$ cat config.mk
export PLATFORM = sky130hd
export DESIGN_NAME = omni_wheel_odometry_flat
export DESIGN_NICKNAME = d
export VERILOG_FILES = /design/src/rtl/core/owo_pkg.sv /design/src/rtl/core/owo_item_if.sv /design/src/rtl/core/owo_result_if.sv /design/src/rtl/core/owo_cfg_if.sv /design/src/rtl/core/omni_wheel_odometry.sv /design/src/rtl/core/owo_mul_unit.sv /design/src/flat_wrapper.sv
export VERILOG_INCLUDE_DIRS = /design/src /design/src/rtl/core
export SDC_FILE = /design/constraint.sdc
export NUM_CORES = 2
export LEC_CHECK = 0
export ABC_AREA = 1
export ABC_CLOCK_PERIOD_IN_PS = 30700
export BUFFER_PORTS_ARGS = -buffer_cell sky130_fd_sc_hd__buf_2
export CAP_MARGIN = 10
export CORE_MARGIN = 10
export CORE_UTILIZATION = 40
export CTS_BUF_LIST = sky130_fd_sc_hd__clkbuf_16
export CTS_CLUSTER_SIZE = 30
export DETAILED_ROUTE_END_ITERATION = 8
export PLACE_DENSITY_LB_ADDON = 0.3
export SYNTH_ARGS = -nofsm -noshare
export SYNTH_HDL_FRONTEND = slang
export SYNTH_SLANG_ARGS = --single-unit
$ cat constraint.sdc
create_clock -name clk -period 30.7 [get_ports clk]
set_clock_uncertainty 0.1 [all_clocks]
set_input_delay 3.07 -clock clk [delete_from_list [all_inputs] [get_ports clk]]
set_output_delay 3.07 -clock clk [all_outputs]
set_load 0.01 [all_outputs]
$ cat src/rtl/core/omni_wheel_odometry_defines.svh
// ----------------------------------------------------------------------------
// omni_wheel_odometry_defines.svh
// Assertion macros shared by the odometry RTL.
// ----------------------------------------------------------------------------
`ifndef OMNI_WHEEL_ODOMETRY_DEFINES_SVH
`define OMNI_WHEEL_ODOMETRY_DEFINES_SVH

// Same-cycle implication, disabled while reset is asserted
`define OWO_ASSERT_IMP(label, clk, rst_n, ante, cons) \
	label: assert property (@(posedge clk) disable iff (!rst_n) (ante) |-> (cons)) \
		else $error("odometry core: property violated");

// Next-cycle implication, disabled while reset is asserted
`define OWO_ASSERT_NXT(label, clk, rst_n, ante, cons) \
	label: assert property (@(posedge clk) disable iff (!rst_n) (ante) |=> (cons)) \
		else $error("odometry core: property violated");

`endif

$ cat src/rtl/core/owo_pkg.sv
// ----------------------------------------------------------------------------
// owo_pkg
// Widths, constants and types of the omni wheel odometry core.
// ----------------------------------------------------------------------------
`default_nettype none

package owo_pkg;

	// Field widths
	localparam int SPEED_W   = 16;
	localparam int DT_W      = 16;
	localparam int CFG_W     = 16;
	localparam int CFG_IDX_W = 2;
	localparam int VEL_W     = 32;
	localparam int ACC_W     = 48;

	// Combined wheel speed: sum of four Q7.8 values
	localparam int WS_W = SPEED_W + 2;

	// Shared multiplier: signed A times unsigned B
	localparam int MUL_A_W = 34;
	localparam int MUL_B_W = 16;
	localparam int MUL_P_W = MUL_A_W + MUL_B_W + 1;

	// 0.7071 / 4 in unsigned Q0.16
	localparam logic [MUL_B_W-1:0] KXY_Q16 = 16'd11585;

	// Shifts that bring products back to Q15.16
	localparam int SHIFT_XY   = 24;
	localparam int SHIFT_TURN = 18;
	localparam int SHIFT_DT   = 16;

	// Register indexes
	localparam logic [CFG_IDX_W-1:0] REG_WHEEL_RADIUS   = 2'd0;
	localparam logic [CFG_IDX_W-1:0] REG_INV_WHEEL_BASE = 2'd1;

	// Register reset values
	localparam logic [CFG_W-1:0] WHEEL_RADIUS_RST   = 16'd3277;
	localparam logic [CFG_W-1:0] INV_WHEEL_BASE_RST = 16'd1280;

	// Operation codes
	localparam logic OP_WHEEL = 1'b0;
	localparam logic OP_TICK  = 1'b1;

	// Sequencer steps
	localparam int STEP_W = 3;
	localparam logic [STEP_W-1:0] WHEEL_LAST_STEP = 3'd6;
	localparam logic [STEP_W-1:0] TICK_LAST_STEP  = 3'd3;

	typedef enum logic [1:0] {
		ST_IDLE,
		ST_RUN,
		ST_DONE
	} state_t;

	// Request to the shared multiplier
	typedef struct packed {
		logic                      en;
		logic signed [MUL_A_W-1:0] a;
		logic        [MUL_B_W-1:0] b;
	} mul_req_t;

endpackage

`default_nettype wire

$ cat src/rtl/core/owo_item_if.sv
// ----------------------------------------------------------------------------
// owo_item_if
// Input item channel: wheel speed update or time tick.
// ----------------------------------------------------------------------------
`default_nettype none

interface owo_item_if;
	logic                                 valid;
	logic                                 ready;
	logic                                 operation;
	logic signed [owo_pkg::SPEED_W-1:0]   wheel_speed_1;
	logic signed [owo_pkg::SPEED_W-1:0]   wheel_speed_2;
	logic signed [owo_pkg::SPEED_W-1:0]   wheel_speed_3;
	logic signed [owo_pkg::SPEED_W-1:0]   wheel_speed_4;
	logic        [owo_pkg::DT_W-1:0]      elapsed_time;

	modport source (
		output valid, operation, wheel_speed_1, wheel_speed_2, wheel_speed_3,
		       wheel_speed_4, elapsed_time,
		input  ready
	);

	modport sink (
		input  valid, operation, wheel_speed_1, wheel_speed_2, wheel_speed_3,
		       wheel_speed_4, elapsed_time,
		output ready
	);
endinterface

`default_nettype wire

$ cat src/rtl/core/owo_result_if.sv
// ----------------------------------------------------------------------------
// owo_result_if
// Result item channel: pose and body velocities.
// ----------------------------------------------------------------------------
`default_nettype none

interface owo_result_if;
	logic                               valid;
	logic                               ready;
	logic signed [owo_pkg::ACC_W-1:0]   pos_x;
	logic signed [owo_pkg::ACC_W-1:0]   pos_y;
	logic signed [owo_pkg::ACC_W-1:0]   heading;
	logic signed [owo_pkg::VEL_W-1:0]   vel_x;
	logic signed [owo_pkg::VEL_W-1:0]   vel_y;
	logic signed [owo_pkg::VEL_W-1:0]   vel_turn;

	modport source (
		output valid, pos_x, pos_y, heading, vel_x, vel_y, vel_turn,
		input  ready
	);

	modport sink (
		input  valid, pos_x, pos_y, heading, vel_x, vel_y, vel_turn,
		output ready
	);
endinterface

`default_nettype wire

$ cat src/rtl/core/owo_cfg_if.sv
// ----------------------------------------------------------------------------
// owo_cfg_if
// Configuration write channel: register index and write data.
// ----------------------------------------------------------------------------
`default_nettype none

interface owo_cfg_if;
	logic                               valid;
	logic                               ready;
	logic [owo_pkg::CFG_IDX_W-1:0]      reg_index;
	logic [owo_pkg::CFG_W-1:0]          data;

	modport source (
		output valid, reg_index, data,
		input  ready
	);

	modport sink (
		input  valid, reg_index, data,
		output ready
	);
endinterface

`default_nettype wire

$ cat src/rtl/core/omni_wheel_odometry.sv
// ----------------------------------------------------------------------------
// omni_wheel_odometry
// Forward kinematics and pose integration for a four-wheel omni base.
// ----------------------------------------------------------------------------
// A wheel item sets the body x, y and turn velocities (Q15.16) from four wheel
// speeds; a tick item adds velocity times elapsed time to x, y and heading
// (Q31.16, saturating, heading not wrapped, no rotation by heading). Every item
// returns one result with the pose and velocities after it. All products go
// through one shared 34x17 multiplier, one product per cycle under a step
// counter: a wheel item takes six products and a tick item three. An item
// runs its steps in the run state, then waits in the done state until the
// result register is loaded. The core takes no new item meanwhile and goes
// back to idle as the result is loaded, so each item is through first.
// The result sits in an output register; while a stalled receiver leaves it
// full, the finished item waits and the core stays busy. Configuration writes
// are taken in every cycle.
`default_nettype none

`include "omni_wheel_odometry_defines.svh"

module omni_wheel_odometry (
	input  wire logic     clk,
	input  wire logic     arst_n,
	owo_item_if.sink      item_in,
	owo_result_if.source  result_out,
	owo_cfg_if.sink       cfg
);

	localparam int VSUM_W = owo_pkg::MUL_P_W + 1;
	localparam int ASUM_W = owo_pkg::ACC_W + 1;

	// ------------------------------------------------------------------------
	// Saturation helpers
	// ------------------------------------------------------------------------
	function automatic logic signed [owo_pkg::VEL_W-1:0] sat_vel(
		input logic signed [VSUM_W-1:0] v
	);
		logic signed [VSUM_W-1:0] vmax;
		logic signed [VSUM_W-1:0] vmin;
		vmax = VSUM_W'($signed({1'b0, {(owo_pkg::VEL_W-1){1'b1}}}));
		vmin = VSUM_W'($signed({1'b1, {(owo_pkg::VEL_W-1){1'b0}}}));
		if (v > vmax) begin
			sat_vel = vmax[owo_pkg::VEL_W-1:0];
		end else if (v < vmin) begin
			sat_vel = vmin[owo_pkg::VEL_W-1:0];
		end else begin
			sat_vel = v[owo_pkg::VEL_W-1:0];
		end
	endfunction

	function automatic logic signed [owo_pkg::ACC_W-1:0] sat_acc(
		input logic signed [ASUM_W-1:0] v
	);
		logic signed [ASUM_W-1:0] amax;
		logic signed [ASUM_W-1:0] amin;
		amax = ASUM_W'($signed({1'b0, {(owo_pkg::ACC_W-1){1'b1}}}));
		amin = ASUM_W'($signed({1'b1, {(owo_pkg::ACC_W-1){1'b0}}}));
		if (v > amax) begin
			sat_acc = amax[owo_pkg::ACC_W-1:0];
		end else if (v < amin) begin
			sat_acc = amin[owo_pkg::ACC_W-1:0];
		end else begin
			sat_acc = v[owo_pkg::ACC_W-1:0];
		end
	endfunction

	// ------------------------------------------------------------------------
	// Declarations
	// ------------------------------------------------------------------------
	owo_pkg::state_t state_q, state_d;

	logic [owo_pkg::CFG_W-1:0] wheel_radius_q;
	logic [owo_pkg::CFG_W-1:0] inv_wheel_base_q;

	logic                             op_q;
	logic [owo_pkg::STEP_W-1:0]       step_q;
	logic [owo_pkg::STEP_W-1:0]       last_step;
	logic signed [owo_pkg::WS_W-1:0]  ws_x_q, ws_y_q, ws_t_q;
	logic [owo_pkg::DT_W-1:0]         dt_q;

	logic signed [owo_pkg::VEL_W-1:0] body_speed_x_q, body_speed_y_q, turn_rate_q;
	logic signed [owo_pkg::ACC_W-1:0] pos_x_acc_q, pos_y_acc_q, heading_acc_q;

	logic                             out_valid_q;
	logic signed [owo_pkg::ACC_W-1:0] out_pos_x_q, out_pos_y_q, out_heading_q;
	logic signed [owo_pkg::VEL_W-1:0] out_vel_x_q, out_vel_y_q, out_vel_turn_q;

	logic item_accept;
	logic load_out;
	logic running;

	owo_pkg::mul_req_t                    mul_req;
	logic signed [owo_pkg::MUL_P_W-1:0]   mul_q;

	logic                             retire;
	logic [1:0]                       retire_sel;
	logic signed [VSUM_W-1:0]         neg_prod;
	logic signed [VSUM_W-1:0]         vel_shifted;
	logic signed [owo_pkg::VEL_W-1:0] vel_new;
	logic signed [owo_pkg::ACC_W-1:0] acc_cur;
	logic signed [ASUM_W-1:0]         acc_sum;
	logic signed [owo_pkg::ACC_W-1:0] acc_new;

	logic signed [owo_pkg::WS_W-1:0]  w1, w2, w3, w4;

	// ------------------------------------------------------------------------
	// Configuration registers
	// ------------------------------------------------------------------------
	assign cfg.ready = 1'b1;

	always_ff @(posedge clk or negedge arst_n) begin
		if (!arst_n) begin
			wheel_radius_q   <= owo_pkg::WHEEL_RADIUS_RST;
			inv_wheel_base_q <= owo_pkg::INV_WHEEL_BASE_RST;
		end else if (cfg.valid) begin
			if (cfg.reg_index == owo_pkg::REG_WHEEL_RADIUS) begin
				wheel_radius_q <= cfg.data;
			end else if (cfg.reg_index == owo_pkg::REG_INV_WHEEL_BASE) begin
				inv_wheel_base_q <= cfg.data;
			end
		end
	end

	// ------------------------------------------------------------------------
	// Sequencer
	// ------------------------------------------------------------------------
	assign item_accept = item_in.valid && item_in.ready;
	assign running     = (state_q == owo_pkg::ST_RUN);
	assign last_step   = (op_q == owo_pkg::OP_TICK) ? owo_pkg::TICK_LAST_STEP
	                                                : owo_pkg::WHEEL_LAST_STEP;

	always_comb begin
		state_d       = state_q;
		item_in.ready = 1'b0;
		load_out      = 1'b0;
		unique case (state_q)
			owo_pkg::ST_IDLE: begin
				item_in.ready = 1'b1;
				if (item_in.valid) begin
					state_d = owo_pkg::ST_RUN;
				end
			end
			owo_pkg::ST_RUN: begin
				if (step_q == last_step) begin
					state_d = owo_pkg::ST_DONE;
				end
			end
			owo_pkg::ST_DONE: begin
				if (!out_valid_q || result_out.ready) begin
					load_out = 1'b1;
					state_d  = owo_pkg::ST_IDLE;
				end
			end
			default: begin
				state_d = owo_pkg::ST_IDLE;
			end
		endcase
	end

	always_ff @(posedge clk or negedge arst_n) begin
		if (!arst_n) begin
			state_q <= owo_pkg::ST_IDLE;
			step_q  <= '0;
		end else begin
			state_q <= state_d;
			if (item_accept) begin
				step_q <= '0;
			end else if (running && step_q != last_step) begin
				step_q <= step_q + 1'b1;
			end
		end
	end

	// ------------------------------------------------------------------------
	// Capture the item: fold the wheel speeds into three signed sums
	// ------------------------------------------------------------------------
	assign w1 = owo_pkg::WS_W'(item_in.wheel_speed_1);
	assign w2 = owo_pkg::WS_W'(item_in.wheel_speed_2);
	assign w3 = owo_pkg::WS_W'(item_in.wheel_speed_3);
	assign w4 = owo_pkg::WS_W'(item_in.wheel_speed_4);

	always_ff @(posedge clk) begin
		if (item_accept) begin
			op_q   <= item_in.operation;
			ws_x_q <= w1 - w2 - w3 + w4;
			ws_y_q <= w1 + w2 - w3 - w4;
			ws_t_q <= w1 + w2 + w3 + w4;
			dt_q   <= item_in.elapsed_time;
		end
	end

	// ------------------------------------------------------------------------
	// Multiplier operands per step
	// ------------------------------------------------------------------------
	always_comb begin
		mul_req.en = running && (step_q != last_step);
		mul_req.a  = '0;
		mul_req.b  = '0;
		if (op_q == owo_pkg::OP_TICK) begin
			unique case (step_q)
				3'd0: mul_req.a = owo_pkg::MUL_A_W'(body_speed_x_q);
				3'd1: mul_req.a = owo_pkg::MUL_A_W'(body_speed_y_q);
				3'd2: mul_req.a = owo_pkg::MUL_A_W'(turn_rate_q);
				default: mul_req.a = '0;
			endcase
			mul_req.b = dt_q;
		end else begin
			// Even steps start a chain from a sum, odd steps reuse the product
			unique case (step_q)
				3'd0: begin
					mul_req.a = owo_pkg::MUL_A_W'(ws_x_q);
					mul_req.b = owo_pkg::KXY_Q16;
				end
				3'd1: begin
					mul_req.a = mul_q[owo_pkg::MUL_A_W-1:0];
					mul_req.b = wheel_radius_q;
				end
				3'd2: begin
					mul_req.a = owo_pkg::MUL_A_W'(ws_y_q);
					mul_req.b = owo_pkg::KXY_Q16;
				end
				3'd3: begin
					mul_req.a = mul_q[owo_pkg::MUL_A_W-1:0];
					mul_req.b = wheel_radius_q;
				end
				3'd4: begin
					mul_req.a = owo_pkg::MUL_A_W'(ws_t_q);
					mul_req.b = wheel_radius_q;
				end
				3'd5: begin
					mul_req.a = mul_q[owo_pkg::MUL_A_W-1:0];
					mul_req.b = inv_wheel_base_q;
				end
				default: begin
					mul_req.a = '0;
					mul_req.b = '0;
				end
			endcase
		end
	end

	owo_mul_unit u_mul (
		.clk       (clk),
		.req       (mul_req),
		.product_q (mul_q)
	);

	// ------------------------------------------------------------------------
	// Retire a finished product: 0 = x, 1 = y, 2 = turn
	// ------------------------------------------------------------------------
	always_comb begin
		retire     = 1'b0;
		retire_sel = 2'd0;
		if (running) begin
			if (op_q == owo_pkg::OP_TICK) begin
				unique case (step_q)
					3'd1: begin retire = 1'b1; retire_sel = 2'd0; end
					3'd2: begin retire = 1'b1; retire_sel = 2'd1; end
					3'd3: begin retire = 1'b1; retire_sel = 2'd2; end
					default: retire = 1'b0;
				endcase
			end else begin
				unique case (step_q)
					3'd2: begin retire = 1'b1; retire_sel = 2'd0; end
					3'd4: begin retire = 1'b1; retire_sel = 2'd1; end
					3'd6: begin retire = 1'b1; retire_sel = 2'd2; end
					default: retire = 1'b0;
				endcase
			end
		end
	end

	// Velocity: rim speed is minus radius times wheel speed
	always_comb begin
		neg_prod = -VSUM_W'(mul_q);
		if (retire_sel == 2'd2) begin
			vel_shifted = neg_prod >>> owo_pkg::SHIFT_TURN;
		end else begin
			vel_shifted = neg_prod >>> owo_pkg::SHIFT_XY;
		end
		vel_new = sat_vel(vel_shifted);
	end

	// Pose: add the scaled increment to the selected accumulator
	always_comb begin
		unique case (retire_sel)
			2'd0:    acc_cur = pos_x_acc_q;
			2'd1:    acc_cur = pos_y_acc_q;
			default: acc_cur = heading_acc_q;
		endcase
		acc_sum = ASUM_W'(acc_cur) + ASUM_W'(mul_q >>> owo_pkg::SHIFT_DT);
		acc_new = sat_acc(acc_sum);
	end

	always_ff @(posedge clk or negedge arst_n) begin
		if (!arst_n) begin
			body_speed_x_q <= '0;
			body_speed_y_q <= '0;
			turn_rate_q    <= '0;
			pos_x_acc_q    <= '0;
			pos_y_acc_q    <= '0;
			heading_acc_q  <= '0;
		end else if (retire) begin
			if (op_q == owo_pkg::OP_TICK) begin
				unique case (retire_sel)
					2'd0:    pos_x_acc_q   <= acc_new;
					2'd1:    pos_y_acc_q   <= acc_new;
					default: heading_acc_q <= acc_new;
				endcase
			end else begin
				unique case (retire_sel)
					2'd0:    body_speed_x_q <= vel_new;
					2'd1:    body_speed_y_q <= vel_new;
					default: turn_rate_q    <= vel_new;
				endcase
			end
		end
	end

	// ------------------------------------------------------------------------
	// Output register
	// ------------------------------------------------------------------------
	always_ff @(posedge clk or negedge arst_n) begin
		if (!arst_n) begin
			out_valid_q <= 1'b0;
		end else if (load_out) begin
			out_valid_q <= 1'b1;
		end else if (result_out.ready) begin
			out_valid_q <= 1'b0;
		end
	end

	always_ff @(posedge clk) begin
		if (load_out) begin
			out_pos_x_q    <= pos_x_acc_q;
			out_pos_y_q    <= pos_y_acc_q;
			out_heading_q  <= heading_acc_q;
			out_vel_x_q    <= body_speed_x_q;
			out_vel_y_q    <= body_speed_y_q;
			out_vel_turn_q <= turn_rate_q;
		end
	end

	assign result_out.valid    = out_valid_q;
	assign result_out.pos_x    = out_pos_x_q;
	assign result_out.pos_y    = out_pos_y_q;
	assign result_out.heading  = out_heading_q;
	assign result_out.vel_x    = out_vel_x_q;
	assign result_out.vel_y    = out_vel_y_q;
	assign result_out.vel_turn = out_vel_turn_q;

	// ------------------------------------------------------------------------
	// Assertions
	// ------------------------------------------------------------------------
	`OWO_ASSERT_NXT(a_accept_starts_run, clk, arst_n, item_accept, running && step_q == '0)
	`OWO_ASSERT_IMP(a_step_in_range, clk, arst_n, running, step_q <= last_step)
	`OWO_ASSERT_NXT(a_done_holds, clk, arst_n,
		state_q == owo_pkg::ST_DONE && out_valid_q && !result_out.ready,
		state_q == owo_pkg::ST_DONE)
	`OWO_ASSERT_IMP(a_no_retire_idle, clk, arst_n, !running, !retire && !mul_req.en)

endmodule

`default_nettype wire

$ cat src/rtl/core/owo_mul_unit.sv
// ----------------------------------------------------------------------------
// owo_mul_unit
// Shared signed-by-unsigned multiplier with a registered product.
// ----------------------------------------------------------------------------
`default_nettype none

module owo_mul_unit (
	input  wire logic                                     clk,
	input  wire owo_pkg::mul_req_t                        req,
	output logic signed [owo_pkg::MUL_P_W-1:0]            product_q
);

	logic signed [owo_pkg::MUL_P_W-1:0] product;

	// Extend B with a zero sign bit so the product stays signed
	assign product = req.a * $signed({1'b0, req.b});

	// Hold the product until the next request
	always_ff @(posedge clk) begin
		if (req.en) begin
			product_q <= product;
		end
	end

endmodule

`default_nettype wire
$ cat src/flat_wrapper.sv
// flat-port wrapper written by rule: the top's interface ports become plain ports
module omni_wheel_odometry_flat 
  (clk, arst_n, item_in_valid, item_in_operation, item_in_wheel_speed_1, item_in_wheel_speed_2, item_in_wheel_speed_3, item_in_wheel_speed_4, item_in_elapsed_time, item_in_ready, result_out_valid, result_out_pos_x, result_out_pos_y, result_out_heading, result_out_vel_x, result_out_vel_y, result_out_vel_turn, result_out_ready, cfg_valid, cfg_reg_index, cfg_data, cfg_ready);
  owo_item_if item_in_i ();
  owo_result_if result_out_i ();
  owo_cfg_if cfg_i ();
  input  wire logic clk;
  input  wire logic arst_n;
  input wire logic [$bits(item_in_i.valid)-1:0] item_in_valid;
  input wire logic [$bits(item_in_i.operation)-1:0] item_in_operation;
  input wire logic [$bits(item_in_i.wheel_speed_1)-1:0] item_in_wheel_speed_1;
  input wire logic [$bits(item_in_i.wheel_speed_2)-1:0] item_in_wheel_speed_2;
  input wire logic [$bits(item_in_i.wheel_speed_3)-1:0] item_in_wheel_speed_3;
  input wire logic [$bits(item_in_i.wheel_speed_4)-1:0] item_in_wheel_speed_4;
  input wire logic [$bits(item_in_i.elapsed_time)-1:0] item_in_elapsed_time;
  output wire logic [$bits(item_in_i.ready)-1:0] item_in_ready;
  output wire logic [$bits(result_out_i.valid)-1:0] result_out_valid;
  output wire logic [$bits(result_out_i.pos_x)-1:0] result_out_pos_x;
  output wire logic [$bits(result_out_i.pos_y)-1:0] result_out_pos_y;
  output wire logic [$bits(result_out_i.heading)-1:0] result_out_heading;
  output wire logic [$bits(result_out_i.vel_x)-1:0] result_out_vel_x;
  output wire logic [$bits(result_out_i.vel_y)-1:0] result_out_vel_y;
  output wire logic [$bits(result_out_i.vel_turn)-1:0] result_out_vel_turn;
  input wire logic [$bits(result_out_i.ready)-1:0] result_out_ready;
  input wire logic [$bits(cfg_i.valid)-1:0] cfg_valid;
  input wire logic [$bits(cfg_i.reg_index)-1:0] cfg_reg_index;
  input wire logic [$bits(cfg_i.data)-1:0] cfg_data;
  output wire logic [$bits(cfg_i.ready)-1:0] cfg_ready;
  assign item_in_i.valid = item_in_valid;
  assign item_in_i.operation = item_in_operation;
  assign item_in_i.wheel_speed_1 = item_in_wheel_speed_1;
  assign item_in_i.wheel_speed_2 = item_in_wheel_speed_2;
  assign item_in_i.wheel_speed_3 = item_in_wheel_speed_3;
  assign item_in_i.wheel_speed_4 = item_in_wheel_speed_4;
  assign item_in_i.elapsed_time = item_in_elapsed_time;
  assign item_in_ready = item_in_i.ready;
  assign result_out_valid = result_out_i.valid;
  assign result_out_pos_x = result_out_i.pos_x;
  assign result_out_pos_y = result_out_i.pos_y;
  assign result_out_heading = result_out_i.heading;
  assign result_out_vel_x = result_out_i.vel_x;
  assign result_out_vel_y = result_out_i.vel_y;
  assign result_out_vel_turn = result_out_i.vel_turn;
  assign result_out_i.ready = result_out_ready;
  assign cfg_i.valid = cfg_valid;
  assign cfg_i.reg_index = cfg_reg_index;
  assign cfg_i.data = cfg_data;
  assign cfg_ready = cfg_i.ready;
  omni_wheel_odometry u_core (.clk(clk), .arst_n(arst_n), .item_in(item_in_i), .result_out(result_out_i), .cfg(cfg_i));
endmodule
; Word level (Yosys, flattened, before mapping)
; Cells that the tools add are included.
[totals]
regBits = 640
inputBits = 104
out_inout_bits = 243
wordCells = 110
[classes]
n_addsub = 11
mul = 1
order_cmp = 4
eq_ne = 16
n_mux = 29
n_bitwise = 3
reduce_logical = 23
[ops]
columns = operator, count
row1 = case mux 50 bit (5 select lines), 1
row2 = case mux 34 bit (3 select lines), 1
row3 = 2-to-1 mux 48 bit, 2
row4 = case mux 48 bit (2 select lines), 1
row5 = 2-to-1 mux 32 bit, 2
row6 = negation 51 -> 52 bit, 1
row7 = multiplier 34 x 17 -> 51 bit, 1
row8 = 2-to-1 mux 50 bit, 1
row9 = adder 48 x 35 -> 49 bit, 1
row10 = "greater-than comparator 49 x 48 -> 1 bit, second input constant", 1
row11 = "< comparator 49 x 48 -> 1 bit, second input constant", 1
row12 = adder 18 x 16 -> 18 bit, 2
row13 = subtractor 17 x 16 -> 18 bit, 2
row14 = "greater-than comparator 34 x 32 -> 1 bit, second input constant", 1
row15 = "< comparator 34 x 32 -> 1 bit, second input constant", 1
row16 = 2-to-1 mux 33 bit, 1
row17 = AND reduction 3 bit, 8
row18 = adder 17 x 16 -> 18 bit, 1
row19 = subtractor 18 x 16 -> 18 bit, 1
row20 = adder 16 x 16 -> 17 bit, 1
row21 = subtractor 16 x 16 -> 17 bit, 1
row22 = 2-to-1 mux 2 bit, 5
row23 = "equality test 3 bit, second input constant", 3
row24 = 2-to-1 mux 1 bit, 9
row25 = 22 further kinds, 38

; Depth between registers and ports, before layout
[depth]
ltp_word = 10
ltp_mapped = 36
ltp_nobuf = 35

; Modules after synthesis
; Synthesis repeated with hierarchy kept, for this count alone.
[unflattened]
hier_cells = 6798
area_unflattened_um2 = 55125.4
[modules_own_cells]
columns = module, n_inst, cells_per_inst, area_per_inst_um2, seq_area_each_um2
row1 = omni_wheel_odometry, 1, 3814, 32682.6, 16276.9
row2 = owo_mul_unit, 1, 2984, 22442.8, 1531.5

; Worst setup path before layout
; No wires, ideal clock.
[synth_timing]
kind = input port to flip-flop
from = input port result_out_ready
to = register u_core.out_heading_q, in the netlist u_core.result_out.heading[0] (enable)
setup_ns = 0.851
t_arrival_ns = 13.168
required_time_ns = 29.749
slack_ns = 16.581
path_stages = 2
n_path_buf = 0
path_cell_list = nor2_1 nor2_1
[synth_via]
elab_chain_cells = 3
[synth_rtl]
columns = element, line
row1 = from (decl), flat_wrapper.sv:24  ; input wire logic [$bits(result_out_i.ready)-1:0] result_out_ready;
row2 = logical OR 1 bit, omni_wheel_odometry.sv:149  ; if (!out_valid_q || result_out.ready) begin
row3 = 2-to-1 mux 1 bit, omni_wheel_odometry.sv:149
row4 = 2-to-1 mux 1 bit, omni_wheel_odometry.sv:136  ; unique case (state_q)
row5 = named net u_core.load_out, omni_wheel_odometry.sv:89  ; logic load_out;
row6 = to (signal assigned), omni_wheel_odometry.sv:337  ; out_heading_q <= heading_acc_q;
row7 = to (decl), omni_wheel_odometry.sv:85  ; logic signed [owo_pkg::ACC_W-1:0] out_pos_x_q, out_pos_y_q, out_heading_q;
; The timed path passes the listed nets, and every way through them passes these cells.
; A chain may end at the register's enable or synchronous reset.

; Worst setup path in the final report
[layout_timing]
from = register u_core.step_q[1] in the netlist's numbering
to = register u_core.u_mul.product_q[26] in the netlist's numbering, data pin
[layout_via]
elab_chain_cells = 5
elab_cells_between_ends = 11
classes_between = mul (1) / eq/ne (5) / mux (3) / reduce/logical (2)
[layout_rtl]
columns = element, line
row1 = from (decl), omni_wheel_odometry.sv:76  ; logic [owo_pkg::STEP_W-1:0] step_q;
row2 = from (signal assigned), omni_wheel_odometry.sv:169  ; step_q <= step_q + 1'b1;
row3 = equality test 3 x 1 -> 1 bit or equality test 3 x 2 -> 1 bit (tied branches), "omni_wheel_odometry.sv:200, omni_wheel_odometry.sv:209"
row4 = OR reduction 2 bit (no line), --
row5 = case mux 50 bit (5 select lines), omni_wheel_odometry.sv:209  ; unique case (step_q)
row6 = 2-to-1 mux 50 bit *, omni_wheel_odometry.sv:199  ; if (op_q == owo_pkg::OP_TICK) begin
row7 = multiplier 34 x 17 -> 51 bit *, owo_mul_unit.sv:16  ; assign product = req.a * $signed({1'b0, req.b});
row8 = "named net u_core.u_mul.product, one bit", owo_mul_unit.sv:13  ; logic signed [owo_pkg::MUL_P_W-1:0] product;
row9 = to (signal assigned), owo_mul_unit.sv:21  ; product_q <= product;
row10 = to (decl), owo_mul_unit.sv:10  ; output logic signed [owo_pkg::MUL_P_W-1:0] product_q
; Mark *: on every way through the listed nets, which the timed path passes. The rest lies on a longest branch.

==> metrics.txt <==
WS Path Type=reg2reg; core area=around 0.13 sq mm; iteration-0 DRC count of the detailed router=3995; count of buffers from port buffering=345; area grow syn2layout=11.1%; first-pass GRT wire length=273000 um; CTS resizes=0; YS warnings=0; Clock Tree Buf Depth=3; Main synth FF type=edfxtp_1; Worst Setup End Kind=flop; largest net degree at the start of global routing=165; Post-synth EDFFs=between 300 and 400; ys async rst share=0.435; crit-path most repeated cell=fa_1; ANT cells=0; Syn Area/Cell=8.47 sq um; multi-input combinational cell area=0.0309 sq mm; CP max stage delay=0.70 ns; Via density=~5.2; initial antenna violation count=4; RSZ-0062 raised after global routing=no; RR Startpoint=u_core.step_q[1]$_DFFE_PN0P_; fraction of layout cells with a size suffix above 1=0.0948; Synth area leader=fa_1; TritonCTS buffer count=70; worst hold endpoint=u_core.result_out.vel_y[27]$_DFFE_PP_; synthesis-stage register bit count=approximately 640; Req. time, crit path=31.00 ns; Mapped Area=0.0537 sq mm; Final min period=9.08 ns; CTS sink cnt=639; final hold violation count=0; via count=around 44000; vias in the first global route=44300; crit-path max FO=18; # nets final=7555; CTS tree=done; root buf cell=clkbuf_16; max-cap viol count=0; clock slew at reported path FFs=around 0.070 ns; Core Rows=134; CP arrival=roughly 9.4 ns; fill count=13200; initial core utilization=0.403; Remaining DRCs=0; Overflow after GRT=0; type of origin of the critical path=flop; final RePlAce weighted congestion=roughly 0.96; die width=approximately 390 um; I/O pin cnt=about 350; Netlist cell types=54; CP max stage cell=clkinv_1; area of the die=0.149 sq mm; Tightest Pin Transition=~1.2 ns; Routed WL=179000 um; top cell type's share of synthesized area=0.219; Setup TNS Final=0 ns; end of the worst register-to-register path=u_core.u_mul.product_q[26]$_DFFE_PP_; min-delay worst type=reg2reg; relative slew slack=0.178; Synth Instances=6340; Global Route Usage Sum=0.235; drt pass-1 iters=8; R2R Setup Slk=21.62 ns; post-DP HPWL=141000 um; f_max=110 MHz; hold path cells=0; Setup Buffers After CTS=0; Wirelength per Cell=21.2 um; # hold bufs at CTS=0; run status=finished, final reports clean; hold path start=u_core.body_speed_y_q[27]$_DFFE_PN0P_; Synthesized Nets=about 7300; FF+latch area=approximately 0.018 sq mm; Final Max Slew Viols=0; top cells by area, synth=fa_1 (22%), edfxtp_1 (20%), nand2_1 (14%); Tcrit/Tclk final=0.296; H-tree level count=3; Final setup viols=0; post-synthesis sequential area ratio=0.332; Die Ht=386 um; number of nets with antenna violations after routing=0; later-pin clock latency in the skew report=0.68 ns; Reg2Reg Depth=28
[cell usage after synthesis, types with 4 or more instances]
library cell     n
a21boi_0         7
a21o_1          10
a21oi_1        178
a221oi_1        20
a22o_1          20
a31o_2           4
a31oi_1         25
and2_1           4
buf_1           15
buf_2           79
clkbuf_1        86
clkinv_1        15
dfrtp_1        269
dfstp_2          9
edfxtp_1       361
fa_1           587
ha_1           242
inv_1         1100
inv_2           22
nand2_1       1956
nand2_2         15
nand2_4         30
nand3_1        168
nand4_1         56
nor2_1         566
nor2_2          20
nor3_1          28
nor4_1           9
o211ai_1        26
o21a_1          13
o21ai_0        139
o21ai_1          5
o21bai_1        17
o22ai_1         49
o31ai_1          4
or2_2           14
xnor2_1         41
xor2_1         101
[metal layers]
metal,global-route usage,vias to the layer above,share of wire
met5,0,-,0.00027
met1,0.327,21600,0.44
met3,0.0449,258,0.078
met2,0.376,1718,0.46
li1,-,20100,-
met4,0.0583,8,0.025
[through the flow]
stage	area [sq um]	cells	util	worst slack (ns)	hold WS, ns
final	59700	8448	0.447	21.62	0.369
after global routing	59700	8448	0.447	21.12	0.376
after CTS	59700	8447	0.447	21.71	0.364
after detailed placement	57300	8317	0.429	21.74	0.343
after global placement	57300	8317	0.429	21.84	0.349
after floorplan	53700	6340	-	16.58	0.325
[state kept, by name, summed over array words and instances (netlist names), 48 cells and up]
| signal | flops |
|---|---|
| u_core.u_mul.product_q | 51 |
| u_core.result_out.heading | 48 |
| u_core.pos_y_acc_q | 48 |
| u_core.result_out.pos_y | 48 |
| u_core.pos_x_acc_q | 48 |
| u_core.heading_acc_q | 48 |
| u_core.result_out.pos_x | 48 |
[worst max-delay path: cells and delay by family (launching register included)]
| kind | cells | cell delay [ns] |
|---|---|---|
| xor+xnor | 1 | 0.16 |
| compound gates | 4 | 1.12 |
| fa+ha+maj | 8 | 3.50 |
| simple gates | 8 | 1.75 |
| buf+inv | 7 | 1.74 |
| flops | 1 | 0.45 |
[cell type report]
| class | count | area share |
|---|---|---|
| clock inverter | 57 | 0.00937 |
| timing repair buffer | 395 | 0.0361 |
| tap | 1768 | 0.0371 |
| clock buffer | 73 | 0.0306 |
| inverter | 1137 | 0.0715 |
| multi-input combinational | 4379 | 0.517 |
| sequential | 639 | 0.298 |
[worst max-delay path by stage]
stage                     slack [ns]                                      to                          from
after detailed placement       21.74    u_core.u_mul.product_q[49]$_DFFE_PP_  u_core.step_q[0]$_DFFE_PN0P_
final                          21.62    u_core.u_mul.product_q[26]$_DFFE_PP_  u_core.step_q[1]$_DFFE_PN0P_
after floorplan                16.58  u_core.result_out.heading[0]$_DFFE_PP_              result_out_ready
after global placement         21.84    u_core.u_mul.product_q[43]$_DFFE_PP_  u_core.step_q[0]$_DFFE_PN0P_
after CTS                      21.71    u_core.u_mul.product_q[43]$_DFFE_PP_  u_core.step_q[0]$_DFFE_PN0P_
after global routing           21.12    u_core.u_mul.product_q[43]$_DFFE_PP_  u_core.step_q[1]$_DFFE_PN0P_
[cell usage in the layout (no fill, tap or decap), types with 10 or more instances in the layout]
| master | synthesis | routed |
|---|---|---|
| a21o_1 | 10 | 10 |
| a21oi_1 | 178 | 178 |
| a221oi_1 | 20 | 20 |
| a22o_1 | 20 | 20 |
| a31oi_1 | 25 | 22 |
| buf_2 | 79 | 344 |
| buf_4 | 1 | 47 |
| clkbuf_16 | 0 | 73 |
| clkinv_1 | 15 | 22 |
| dfrtp_1 | 269 | 269 |
| edfxtp_1 | 361 | 361 |
| fa_1 | 587 | 587 |
| ha_1 | 242 | 242 |
| inv_1 | 1100 | 1118 |
| inv_2 | 22 | 23 |
| nand2_1 | 1956 | 1953 |
| nand2_2 | 15 | 17 |
| nand2_4 | 30 | 31 |
| nand3_1 | 168 | 168 |
| nand4_1 | 56 | 56 |
| nor2_1 | 566 | 561 |
| nor2_2 | 20 | 22 |
| nor3_1 | 28 | 28 |
| o211ai_1 | 26 | 26 |
| o21a_1 | 13 | 13 |
| o21ai_0 | 139 | 138 |
| o21bai_1 | 17 | 17 |
| o22ai_1 | 49 | 49 |
| or2_2 | 14 | 14 |
| xnor2_1 | 41 | 41 |
| xor2_1 | 101 | 101 |
[cell families after synthesis]
logic type | Yosys count | share of synthesized area
and+or+nand+nor | 2876 | 0.216
buffers and inverters | 1322 | 0.0953
adders and majority gates | 829 | 0.275
DFF | 639 | 0.332
AOI/OAI and AO/OA | 531 | 0.0588
xor gates and xnor gates | 142 | 0.0232
other | 1 | 0.0000698
Power is not shown: default switching activity piles up to over one toggle a cycle in this logic, so the estimate is an artifact.
